$ cat src/rtl/trd_pkg.sv
// Shared types and constants for the run-length image decoder.
// Used by trd_ctrl, trd_datapath, tga_rle_decoder_unit and the sim checker and bench; depends on nothing.
package trd_pkg;

    localparam int PIXEL_W            = 32;
    localparam int MAX_PIXEL_BYTES_DEF = 4;
    localparam int IMAGE_W            = 32;
    localparam int PACKET_W           = 8;
    localparam int PB_W               = 3;

    localparam logic [PB_W-1:0]  PIXEL_BYTES_RESET = 3'd3;
    localparam int               HDR_RUN_BIT       = 7;
    localparam logic [7:0]       HDR_RUN_FLAG      = 8'h80;
    localparam logic [7:0]       HDR_COUNT_MASK    = 8'h7F;

    // register indexes on the configuration port
    localparam logic CFG_PIXEL_BYTES  = 1'b0;
    localparam logic CFG_IMAGE_PIXELS = 1'b1;

    typedef enum logic [1:0] {
        ACT_DATA  = 2'd0,
        ACT_START = 2'd1,
        ACT_END   = 2'd2
    } action_t;

    typedef enum logic [1:0] {
        STAT_BUSY     = 2'd0,
        STAT_DONE     = 2'd1,
        STAT_OVERFLOW = 2'd2,
        STAT_TRUNC    = 2'd3
    } status_t;

    typedef enum logic [2:0] {
        ST_HEADER      = 3'd0,
        ST_RUN         = 3'd1,
        ST_RAW         = 3'd2,
        ST_OVERFLOW    = 3'd3,
        ST_ENDED_OK    = 3'd4,
        ST_ENDED_TRUNC = 3'd5,
        ST_EMIT        = 3'd6
    } state_t;

    typedef struct packed {
        logic    clear;
        logic    hdr_load;
        logic    byte_acc;
        logic    raw_out;
        logic    run_start;
        logic    run_step;
        logic    raw_ovf;
        logic    end_out;
        status_t end_status;
    } cmd_t;

    typedef struct packed {
        logic slot_free;
        logic hdr_is_run;
        logic wr_ge_img;
        logic wr_gt_img;
        logic wr_eq_img;
        logic raw_fits;
        logic pix_done;
        logic pl_one;
        logic run_last;
        logic run_over;
    } sts_t;

endpackage

$ cat src/rtl/trd_ctrl.sv
// Packet-phase state machine of the run-length decoder.
// Depends on trd_pkg; drives datapath commands from trd_datapath status.
module trd_ctrl
    import trd_pkg::*;
(
    input  logic       aclk,
    input  logic       aresetn,
    input  logic       s_tvalid,
    input  logic [1:0] action,
    input  sts_t       sts,
    output logic       s_tready,
    output cmd_t       cmd
);

    state_t state_reg, state_next;
    logic   s_fire;

    assign s_tready = (state_reg != ST_EMIT) && sts.slot_free;
    assign s_fire   = s_tvalid && s_tready;

    always_ff @(posedge aclk) begin
        if (!aresetn) begin
            state_reg <= ST_HEADER;
        end else begin
            state_reg <= state_next;
        end
    end

    // next state
    always_comb begin
        state_next = state_reg;
        if (state_reg == ST_EMIT) begin
            if (sts.slot_free && sts.run_last) begin
                state_next = sts.run_over ? ST_OVERFLOW : ST_HEADER;
            end
        end else if (s_fire) begin
            case (action)
                ACT_START: state_next = ST_HEADER;
                ACT_END: begin
                    if (state_reg == ST_OVERFLOW || sts.wr_gt_img) begin
                        state_next = ST_OVERFLOW;
                    end else if (state_reg == ST_ENDED_OK ||
                                 (state_reg == ST_HEADER && sts.wr_eq_img)) begin
                        state_next = ST_ENDED_OK;
                    end else begin
                        state_next = ST_ENDED_TRUNC;
                    end
                end
                ACT_DATA: begin
                    case (state_reg)
                        ST_HEADER: begin
                            if (!sts.wr_ge_img) begin
                                if (sts.hdr_is_run) begin
                                    state_next = ST_RUN;
                                end else if (!sts.raw_fits) begin
                                    state_next = ST_OVERFLOW;
                                end else begin
                                    state_next = ST_RAW;
                                end
                            end
                        end
                        ST_RAW: begin
                            if (sts.pix_done && sts.pl_one) begin
                                state_next = ST_HEADER;
                            end
                        end
                        ST_RUN: begin
                            if (sts.pix_done) begin
                                state_next = ST_EMIT;
                            end
                        end
                        default: state_next = state_reg;
                    endcase
                end
                default: state_next = state_reg;
            endcase
        end
    end

    // datapath commands
    always_comb begin
        cmd = '0;
        cmd.end_status = STAT_BUSY;
        if (state_reg == ST_EMIT) begin
            cmd.run_step = sts.slot_free;
        end else if (s_fire) begin
            case (action)
                ACT_START: cmd.clear = 1'b1;
                ACT_END: begin
                    cmd.end_out = 1'b1;
                    if (state_reg == ST_OVERFLOW || sts.wr_gt_img) begin
                        cmd.end_status = STAT_OVERFLOW;
                    end else if (state_reg == ST_ENDED_OK ||
                                 (state_reg == ST_HEADER && sts.wr_eq_img)) begin
                        cmd.end_status = STAT_DONE;
                    end else begin
                        cmd.end_status = STAT_TRUNC;
                    end
                end
                ACT_DATA: begin
                    case (state_reg)
                        ST_HEADER: begin
                            if (!sts.wr_ge_img) begin
                                if (sts.hdr_is_run || sts.raw_fits) begin
                                    cmd.hdr_load = 1'b1;
                                end else begin
                                    cmd.raw_ovf = 1'b1;
                                end
                            end
                        end
                        ST_RAW: begin
                            cmd.byte_acc = 1'b1;
                            cmd.raw_out  = sts.pix_done;
                        end
                        ST_RUN: begin
                            cmd.byte_acc  = 1'b1;
                            cmd.run_start = sts.pix_done;
                        end
                        default: cmd.byte_acc = 1'b0;
                    endcase
                end
                default: cmd.clear = 1'b0;
            endcase
        end
    end

    // a completed run pixel always moves on to expansion
    a_run_start_emit: assert property (@(posedge aclk) disable iff (!aresetn)
        cmd.run_start |=> state_reg == ST_EMIT)
        else $error("run pixel completed without entering expansion");

endmodule

$ cat src/rtl/trd_datapath.sv
// Datapath of the run-length decoder: config registers, pixel assembly,
// counters and the result register. Depends on trd_pkg.
module trd_datapath
    import trd_pkg::*;
#(
    parameter int MAX_PIXEL_BYTES = MAX_PIXEL_BYTES_DEF
) (
    input  logic               aclk,
    input  logic               aresetn,
    input  logic               cfg_we,
    input  logic               cfg_index,
    input  logic [IMAGE_W-1:0] cfg_wdata,
    input  logic [7:0]         in_byte,
    input  cmd_t               cmd,
    output sts_t               sts,
    input  logic               m_tready,
    output logic               out_valid,
    output logic [PIXEL_W-1:0] out_first,
    output logic [PIXEL_W-1:0] out_second,
    output logic [1:0]         out_count,
    output status_t            out_status,
    output logic               out_last
);

    localparam int IDX_W = (MAX_PIXEL_BYTES > 1) ? $clog2(MAX_PIXEL_BYTES) : 1;

    logic [PB_W-1:0]     pb_reg, pb_next;
    logic [IMAGE_W-1:0]  img_reg, img_next;
    logic [PACKET_W-1:0] pl_reg, pl_next;
    logic [IDX_W-1:0]    idx_reg, idx_next;
    logic [PIXEL_W-1:0]  buf_reg, buf_next;
    logic [IMAGE_W-1:0]  wr_reg, wr_next;
    logic [PACKET_W-1:0] take_reg, take_next;
    logic                over_reg, over_next;
    logic                exact_reg, exact_next;
    logic                ov_reg, ov_next;
    logic [PIXEL_W-1:0]  first_reg, first_next;
    logic [PIXEL_W-1:0]  second_reg, second_next;
    logic [1:0]          cnt_reg, cnt_next;
    status_t             stat_reg, stat_next;
    logic                last_reg, last_next;

    logic [PB_W-1:0]     pb_eff;
    logic [PB_W-1:0]     idx_plus;
    logic [PIXEL_W-1:0]  buf_acc;
    logic [IMAGE_W-1:0]  remaining;
    logic [IMAGE_W-1:0]  pl_ext;
    logic [IMAGE_W-1:0]  wr_inc;
    logic [PACKET_W-1:0] hdr_cnt;
    logic [1:0]          step_cnt;
    logic                push;

    // pixel size clamp
    always_comb begin
        if (pb_reg == '0) begin
            pb_eff = PB_W'(1);
        end else if (pb_reg > PB_W'(MAX_PIXEL_BYTES)) begin
            pb_eff = PB_W'(MAX_PIXEL_BYTES);
        end else begin
            pb_eff = pb_reg;
        end
    end

    assign idx_plus  = PB_W'(idx_reg) + PB_W'(1);
    assign buf_acc   = buf_reg | (PIXEL_W'(in_byte) << {idx_reg, 3'b000});
    assign hdr_cnt   = (in_byte & HDR_COUNT_MASK) + PACKET_W'(1);
    assign remaining = (img_reg > wr_reg) ? (img_reg - wr_reg) : '0;
    assign pl_ext    = IMAGE_W'(pl_reg);
    assign wr_inc    = wr_reg + IMAGE_W'(1);
    assign step_cnt  = (take_reg >= PACKET_W'(2)) ? 2'd2 : {1'b0, take_reg[0]};
    assign push      = cmd.raw_out | cmd.run_step | cmd.raw_ovf | cmd.end_out;

    always_comb begin
        sts.slot_free  = !ov_reg || m_tready;
        sts.hdr_is_run = (in_byte & HDR_RUN_FLAG) != 8'h00;
        sts.wr_ge_img  = wr_reg >= img_reg;
        sts.wr_gt_img  = wr_reg > img_reg;
        sts.wr_eq_img  = wr_reg == img_reg;
        sts.raw_fits   = ({1'b0, wr_reg} + (IMAGE_W + 1)'(hdr_cnt)) <= {1'b0, img_reg};
        sts.pix_done   = idx_plus >= pb_eff;
        sts.pl_one     = pl_reg == PACKET_W'(1);
        sts.run_last   = take_reg <= PACKET_W'(2);
        sts.run_over   = over_reg;
    end

    always_comb begin
        pb_next     = pb_reg;
        img_next    = img_reg;
        pl_next     = pl_reg;
        idx_next    = idx_reg;
        buf_next    = buf_reg;
        wr_next     = wr_reg;
        take_next   = take_reg;
        over_next   = over_reg;
        exact_next  = exact_reg;
        first_next  = first_reg;
        second_next = second_reg;
        cnt_next    = cnt_reg;
        stat_next   = stat_reg;
        last_next   = last_reg;

        if (cfg_we) begin
            case (cfg_index)
                CFG_PIXEL_BYTES:  pb_next  = cfg_wdata[PB_W-1:0];
                CFG_IMAGE_PIXELS: img_next = cfg_wdata;
                default:          pb_next  = pb_reg;
            endcase
        end

        if (cmd.clear) begin
            pl_next  = '0;
            idx_next = '0;
            buf_next = '0;
            wr_next  = '0;
        end

        if (cmd.hdr_load) begin
            pl_next  = hdr_cnt;
            idx_next = '0;
            buf_next = '0;
        end

        if (cmd.byte_acc) begin
            buf_next = buf_acc;
            idx_next = sts.pix_done ? '0 : idx_plus[IDX_W-1:0];
        end

        // one literal pixel per result
        if (cmd.raw_out) begin
            buf_next    = '0;
            wr_next     = wr_inc;
            pl_next     = pl_reg - PACKET_W'(1);
            first_next  = buf_acc;
            second_next = '0;
            cnt_next    = 2'd1;
            stat_next   = (sts.pl_one && wr_inc == img_reg) ? STAT_DONE : STAT_BUSY;
            last_next   = 1'b1;
        end

        // size the run against what is left of the image
        if (cmd.run_start) begin
            over_next  = pl_ext > remaining;
            exact_next = pl_ext == remaining;
            take_next  = (pl_ext > remaining) ? remaining[PACKET_W-1:0] : pl_reg;
            pl_next    = '0;
        end

        if (cmd.run_step) begin
            first_next  = (step_cnt != 2'd0) ? buf_reg : '0;
            second_next = (step_cnt == 2'd2) ? buf_reg : '0;
            cnt_next    = step_cnt;
            last_next   = sts.run_last;
            if (!sts.run_last) begin
                stat_next = STAT_BUSY;
            end else if (over_reg) begin
                stat_next = STAT_OVERFLOW;
            end else begin
                stat_next = exact_reg ? STAT_DONE : STAT_BUSY;
            end
            take_next = take_reg - PACKET_W'(step_cnt);
            wr_next   = wr_reg + IMAGE_W'(step_cnt);
        end

        if (cmd.raw_ovf || cmd.end_out) begin
            first_next  = '0;
            second_next = '0;
            cnt_next    = 2'd0;
            stat_next   = cmd.raw_ovf ? STAT_OVERFLOW : cmd.end_status;
            last_next   = 1'b1;
        end

        if (push) begin
            ov_next = 1'b1;
        end else if (m_tready) begin
            ov_next = 1'b0;
        end else begin
            ov_next = ov_reg;
        end
    end

    always_ff @(posedge aclk) begin
        if (!aresetn) begin
            pb_reg  <= PIXEL_BYTES_RESET;
            img_reg <= '0;
            pl_reg  <= '0;
            idx_reg <= '0;
            buf_reg <= '0;
            wr_reg  <= '0;
            ov_reg  <= 1'b0;
        end else begin
            pb_reg  <= pb_next;
            img_reg <= img_next;
            pl_reg  <= pl_next;
            idx_reg <= idx_next;
            buf_reg <= buf_next;
            wr_reg  <= wr_next;
            ov_reg  <= ov_next;
        end
    end

    always_ff @(posedge aclk) begin
        take_reg   <= take_next;
        over_reg   <= over_next;
        exact_reg  <= exact_next;
        first_reg  <= first_next;
        second_reg <= second_next;
        cnt_reg    <= cnt_next;
        stat_reg   <= stat_next;
        last_reg   <= last_next;
    end

    assign out_valid  = ov_reg;
    assign out_first  = first_reg;
    assign out_second = second_reg;
    assign out_count  = cnt_reg;
    assign out_status = stat_reg;
    assign out_last   = last_reg;

    a_push_has_slot: assert property (@(posedge aclk) disable iff (!aresetn)
        push |-> (!ov_reg || m_tready))
        else $error("result written over one not yet taken");

    a_empty_step_is_overflow: assert property (@(posedge aclk) disable iff (!aresetn)
        (cmd.run_step && take_reg == '0) |-> over_reg)
        else $error("empty run step without overflow");

endmodule

$ cat src/rtl/tga_rle_decoder_unit.sv
// Top level of the TGA run-length decoder.
// Depends on trd_pkg, trd_ctrl and trd_datapath.
//
// Decodes a TGA run-length pixel stream fed one request (one compressed
// byte, or a start / end action) at a time. A header byte opens a packet of
// 1 to 128 pixels; a raw packet returns each literal pixel in its own
// result, a run packet returns its repeated pixel up to two per result.
// Writing beyond image_pixels raises an overflow status; an end request
// reports complete, truncated or overflow. Rate: header and pixel bytes are
// taken one per cycle while the output register is free or being drained;
// the byte that completes a run pixel starts an expansion of ceil(n/2)
// results (n = pixels of the run that fit the image, one empty result when
// none fit), one result per cycle while the output register is free or
// being drained, during which s_tready stays low. A single output register
// sits between the sides, so a waiting result stalls the next request. No
// clearing pass is needed after reset. Write configuration only while the block is idle.
module tga_rle_decoder_unit
    import trd_pkg::*;
#(
    parameter int MAX_PIXEL_BYTES = MAX_PIXEL_BYTES_DEF
) (
    input  logic               aclk,
    input  logic               aresetn,
    // configuration write port
    input  logic               cfg_we,
    input  logic               cfg_index,
    input  logic [IMAGE_W-1:0] cfg_wdata,
    // compressed input
    input  logic               s_tvalid,
    output logic               s_tready,
    input  logic [7:0]         s_tdata,   // [7:0] data_byte
    input  logic [1:0]         s_tuser,   // [1:0] action
    // decoded pixels
    output logic               m_tvalid,
    input  logic               m_tready,
    output logic [71:0]        m_tdata,   // [31:0] pixel_first, [63:32] pixel_second,
                                          // [65:64] pixel_count, rest zero
    output logic               m_tlast,   // last
    output logic [1:0]         m_tuser    // [1:0] status
);

    cmd_t               cmd;
    sts_t               sts;
    logic [PIXEL_W-1:0] out_first;
    logic [PIXEL_W-1:0] out_second;
    logic [1:0]         out_count;
    status_t            out_status;

    // phase sequencing and run expansion control
    trd_ctrl u_ctrl (
        .aclk     (aclk),
        .aresetn  (aresetn),
        .s_tvalid (s_tvalid),
        .action   (s_tuser),
        .sts      (sts),
        .s_tready (s_tready),
        .cmd      (cmd)
    );

    // pixel assembly, counters and result register
    trd_datapath #(
        .MAX_PIXEL_BYTES (MAX_PIXEL_BYTES)
    ) u_datapath (
        .aclk       (aclk),
        .aresetn    (aresetn),
        .cfg_we     (cfg_we),
        .cfg_index  (cfg_index),
        .cfg_wdata  (cfg_wdata),
        .in_byte    (s_tdata),
        .cmd        (cmd),
        .sts        (sts),
        .m_tready   (m_tready),
        .out_valid  (m_tvalid),
        .out_first  (out_first),
        .out_second (out_second),
        .out_count  (out_count),
        .out_status (out_status),
        .out_last   (m_tlast)
    );

    // pack the result: fields from the low bits up, zero fill to bytes
    assign m_tdata = {6'b000000, out_count, out_second, out_first};
    assign m_tuser = out_status;

    // results without pixels are always the final one of their request
    a_empty_result_last: assert property (@(posedge aclk) disable iff (!aresetn)
        (m_tvalid && m_tdata[65:64] == 2'd0) |-> m_tlast)
        else $error("pixel-less result not marked last");

endmodule

$ cat config.mk
export PLATFORM = sky130hd
export DESIGN_NAME = tga_rle_decoder_unit
export DESIGN_NICKNAME = d
export VERILOG_FILES = /design/src/rtl/trd_pkg.sv /design/src/rtl/trd_ctrl.sv /design/src/rtl/trd_datapath.sv /design/src/rtl/tga_rle_decoder_unit.sv
export SDC_FILE = /design/constraint.sdc
export NUM_CORES = 1
export LEC_CHECK = 0
export BUFFER_PORTS_ARGS = -buffer_cell sky130_fd_sc_hd__buf_2
export CAP_MARGIN = 30
export CORE_UTILIZATION = 60
export CTS_BUF_LIST = sky130_fd_sc_hd__clkbuf_4 sky130_fd_sc_hd__clkbuf_8 sky130_fd_sc_hd__clkbuf_16
export CTS_CLUSTER_SIZE = 8
export DETAILED_ROUTE_END_ITERATION = 6
export MAX_ROUTING_LAYER = met4
export PLACE_DENSITY = 0.8
export SYNTH_ARGS = -nofsm -noshare
export SYNTH_HDL_FRONTEND = slang
export SYNTH_SLANG_ARGS = --single-unit
$ cat constraint.sdc
create_clock -name aclk -period 16.3 [get_ports aclk]
set_input_delay 4.075 -clock aclk [delete_from_list [all_inputs] [get_ports aclk]]
set_output_delay 4.075 -clock aclk [all_outputs]
set_load 0.005 [all_outputs]
==> out/metrics.cfg <==
[outcome]
outcome=completed

[sta]
rsz0062_at_grt=false
finalSetupViolCount=0
finalHoldViolations=0
fin_crit_sh_pct=59.3
fin_setup_tns_ps=0
maxSlewViolCount=0
fin_skew_ps=19.9
max_slew_margin_pct=24.0
tightest_slew_ps=1120
fmaxAchievable_mhz=103
min_period_ps=9670

[floorplan]
dieHeight_um=153
row_count=54
ios=125
core_mm2=0.0221
die_x_um=153
initial_core_util_pct=62.0
die_area_mm2=0.0234

[worst_setup_path]
rr_endpoint=u_datapath.buf_reg[25]
path_cells=buf_2, ha_1, ha_1, a21o_1, a21oi_1, o21ai_0, a21oi_1, o21ai_0, a21oi_1, nor2_1, nand2_1, nor3_1, xnor2_1, ha_1, a2111oi_0, a21oi_1, o21ai_0, a311o_1, nand3_1, nand2_1, a21o_1, nor2_1
required_ps=16590
path_max_fanout=24
reg2reg_slack_ps=10200
cpPeakStageDelay_ps=730
r2r_start=u_datapath.wr_reg[0]
r2r_cells=23
cp_slowest_cell=a21o_1
cpMostUsedCell=a21oi_1
crit_type=in2reg
critical_path_arrival_ps=9960
crit_path_start_kind=input port
cp-end-kind=flip-flop

[final_layout]
syn_to_final_growth_pct=9.25
final_nets=1962
antennaDiodeCount=0
nFillCells=1918
post-route-cell-area_mm2=0.0150
finalNonFillerCells=2108
drive_above_1_share_pct=10.9

[hold_path]
hold_depth=1
worstHoldStart=u_datapath.out_count[1]
hold_end=u_datapath.out_count[1]
hold_path_class=reg2reg

[global_routing]
grtUsageMet3_pct=7.94
grtUsageTotal_pct=39.6
grt_pass1_vias=12900
use_met1_pct=52.5
use_met2_pct=59.8
grt_pass1_wl_mm=70.8
grt_max_degree=78
busiest_layer=met2
gr-total-overflow=0
grt_antenna_before_repair=0

[clocking]
cts_buffers=17
cts_root_buf=clkbuf_16
numClockSinks=192
hold_buffers=0
h-tree-depth=4
path_clk_slew_ps=80
clock_path_buffers=2
cts-resized-gates=0
clk_latency_ps=460
cts_setup_buffers=0
cts_tree=yes

[yosys]
synth_xor_area_share_pct=7.74
synth-main-ff-cell=dfxtp_1
synth_edf_count=12
syn_inst=1764
synthAdderAreaFrac_pct=9.26
async_reset_ff_share_pct=0
yosysUniqueCellTypes=89
yosys_warnings=0
synth_compound_area_share_pct=25.5
ys_seq_area_share_pct=28.9
yosys-top-cells-area=dfxtp_1 (26%), ha_1 (8.7%), xnor2_1 (6.2%)
netlist.area_leader.share_pct=26.3
syn_area_per_cell_um2=7.77
ys_seq_elements=192
synth-simple-area-share_pct=21.6
netlist.top_cell.by_area=dfxtp_1
muxShareOfSynthArea_pct=0.758
synth_common_cells=dfxtp_1 (180), nand2_1 (180), nor2_1 (173)
netlist_area_mm2=0.0137
synth_top_family_by_area=compound AO/OA/AOI/OAI gates

[place]
gp_congestion=1.00
placed_cell_area_mm2=0.0143
dp_hpwl_mm=33.0
port_buffers=118
placedCellCount=2076

[power]
p_leak_nw=6.03
vdd_drop_max_uv=73.4
powerDensity_mw_per_mm2=85.8

[detailed_routing]
wl_per_cell_um=21.3
first_pass_iters=5
routed_wl_mm=45.0
postRouteAntennaNets=0
drc=0
viasPerCell=6.58
num_vias=13900
first_iter_violations=1556

[run]
max_cap_violations=0

==> stage by stage <==
stage                     setup slack [ps]  hold WS [ps]  power [mW]  util, %
after global routing                  6150           487        1.33     67.7
after global placement                6480           429       0.803     64.7
final                                 6630           462        1.28     67.7
after detailed placement              6290           439       0.809     64.7
after CTS                             6770           460        1.28     67.7
after floorplan                       7640           451       0.722        -
==> cell type report <==
| class | instances | area, um^2 | area share (%) |
|---|---|---|---|
| Clock buffer | 17 | 425 | 2.84 |
| Clock inverter | 15 | 238 | 1.59 |
| Inverter | 93 | 349 | 2.33 |
| Multi-Input combinational cell | 1377 | 8930 | 59.7 |
| Sequential cell | 192 | 3960 | 26.5 |
| Tap cell | 280 | 350 | 2.34 |
| Timing Repair Buffer | 134 | 711 | 4.75 |
==> placed cells by master (no fill, tap or decap), drive strengths merged, types with 11 or more instances in the layout <==
cell type and n:
a21oi 138, nor4 15, a22o 44, a21boi 44
ha 95, o21a 15, buf 134, dfxtp 180
nor2 175, and2 14, clkbuf 17, edfxtp 12
o21ai 90, xor2 24, inv 104, nand2b 16
o211ai 11, nor3 62, and3 15, nand3 47
a31oi 12, xnor2 97, a211oi 39, nand2 180
o22ai 12, nand4 33, nor2b 28, a21o 20
a221oi 15
==> cells by family after synthesis <==
logic type | Yosys count
xor+xnor | 121
buf+inv | 200
other cells | 2
compound gates | 517
mux | 10
fa+ha+maj | 99
simple gates | 623
flops | 192
==> critical path, delay by kind of cell <==
kind	cells	cell delay, ps
AO/OA/AOI/OAI	11	2770
adder cells (fa/ha/maj)	3	890
buffers and inverters	1	270
XOR/XNOR	1	150
AND/OR/NAND/NOR	6	1810
==> how the worst max path moves through the flow <==
stage	cells after the start	slack, ps	end	startpoint
after CTS	23	6770	u_datapath.out_status[1]	s_tdata[0]
after floorplan	24	7640	u_datapath.out_status[0]	s_tdata[2]
after global placement	23	6480	u_datapath.out_status[0]	s_tdata[0]
after detailed placement	23	6290	u_datapath.out_status[1]	s_tdata[0]
final	22	6630	u_datapath.buf_reg[25]	s_tdata[0]
after global routing	22	6150	u_datapath.buf_reg[25]	s_tdata[0]
==> where the power goes <==
group	switching, mW	total (mW)	internal, mW	leakage [nW]
combinational	0.176	0.290	0.114	4.14
sequential	0.0230	0.519	0.496	1.57
clock	0.252	0.475	0.223	0.320
==> metal layers <==
| layer | vias to the layer above | part of all wire (%) | wire (um) |
|---|---|---|---|
| li1 | 6446 | - | - |
| met1 | 6465 | 42 | 19100 |
| met2 | 807 | 44 | 19600 |
| met3 | 143 | 11 | 4870 |
| met4 | 0 | 3.2 | 1440 |
| met5 | - | 0 | 0 |
No activity file was read; power rests on OpenSTA's default activity.
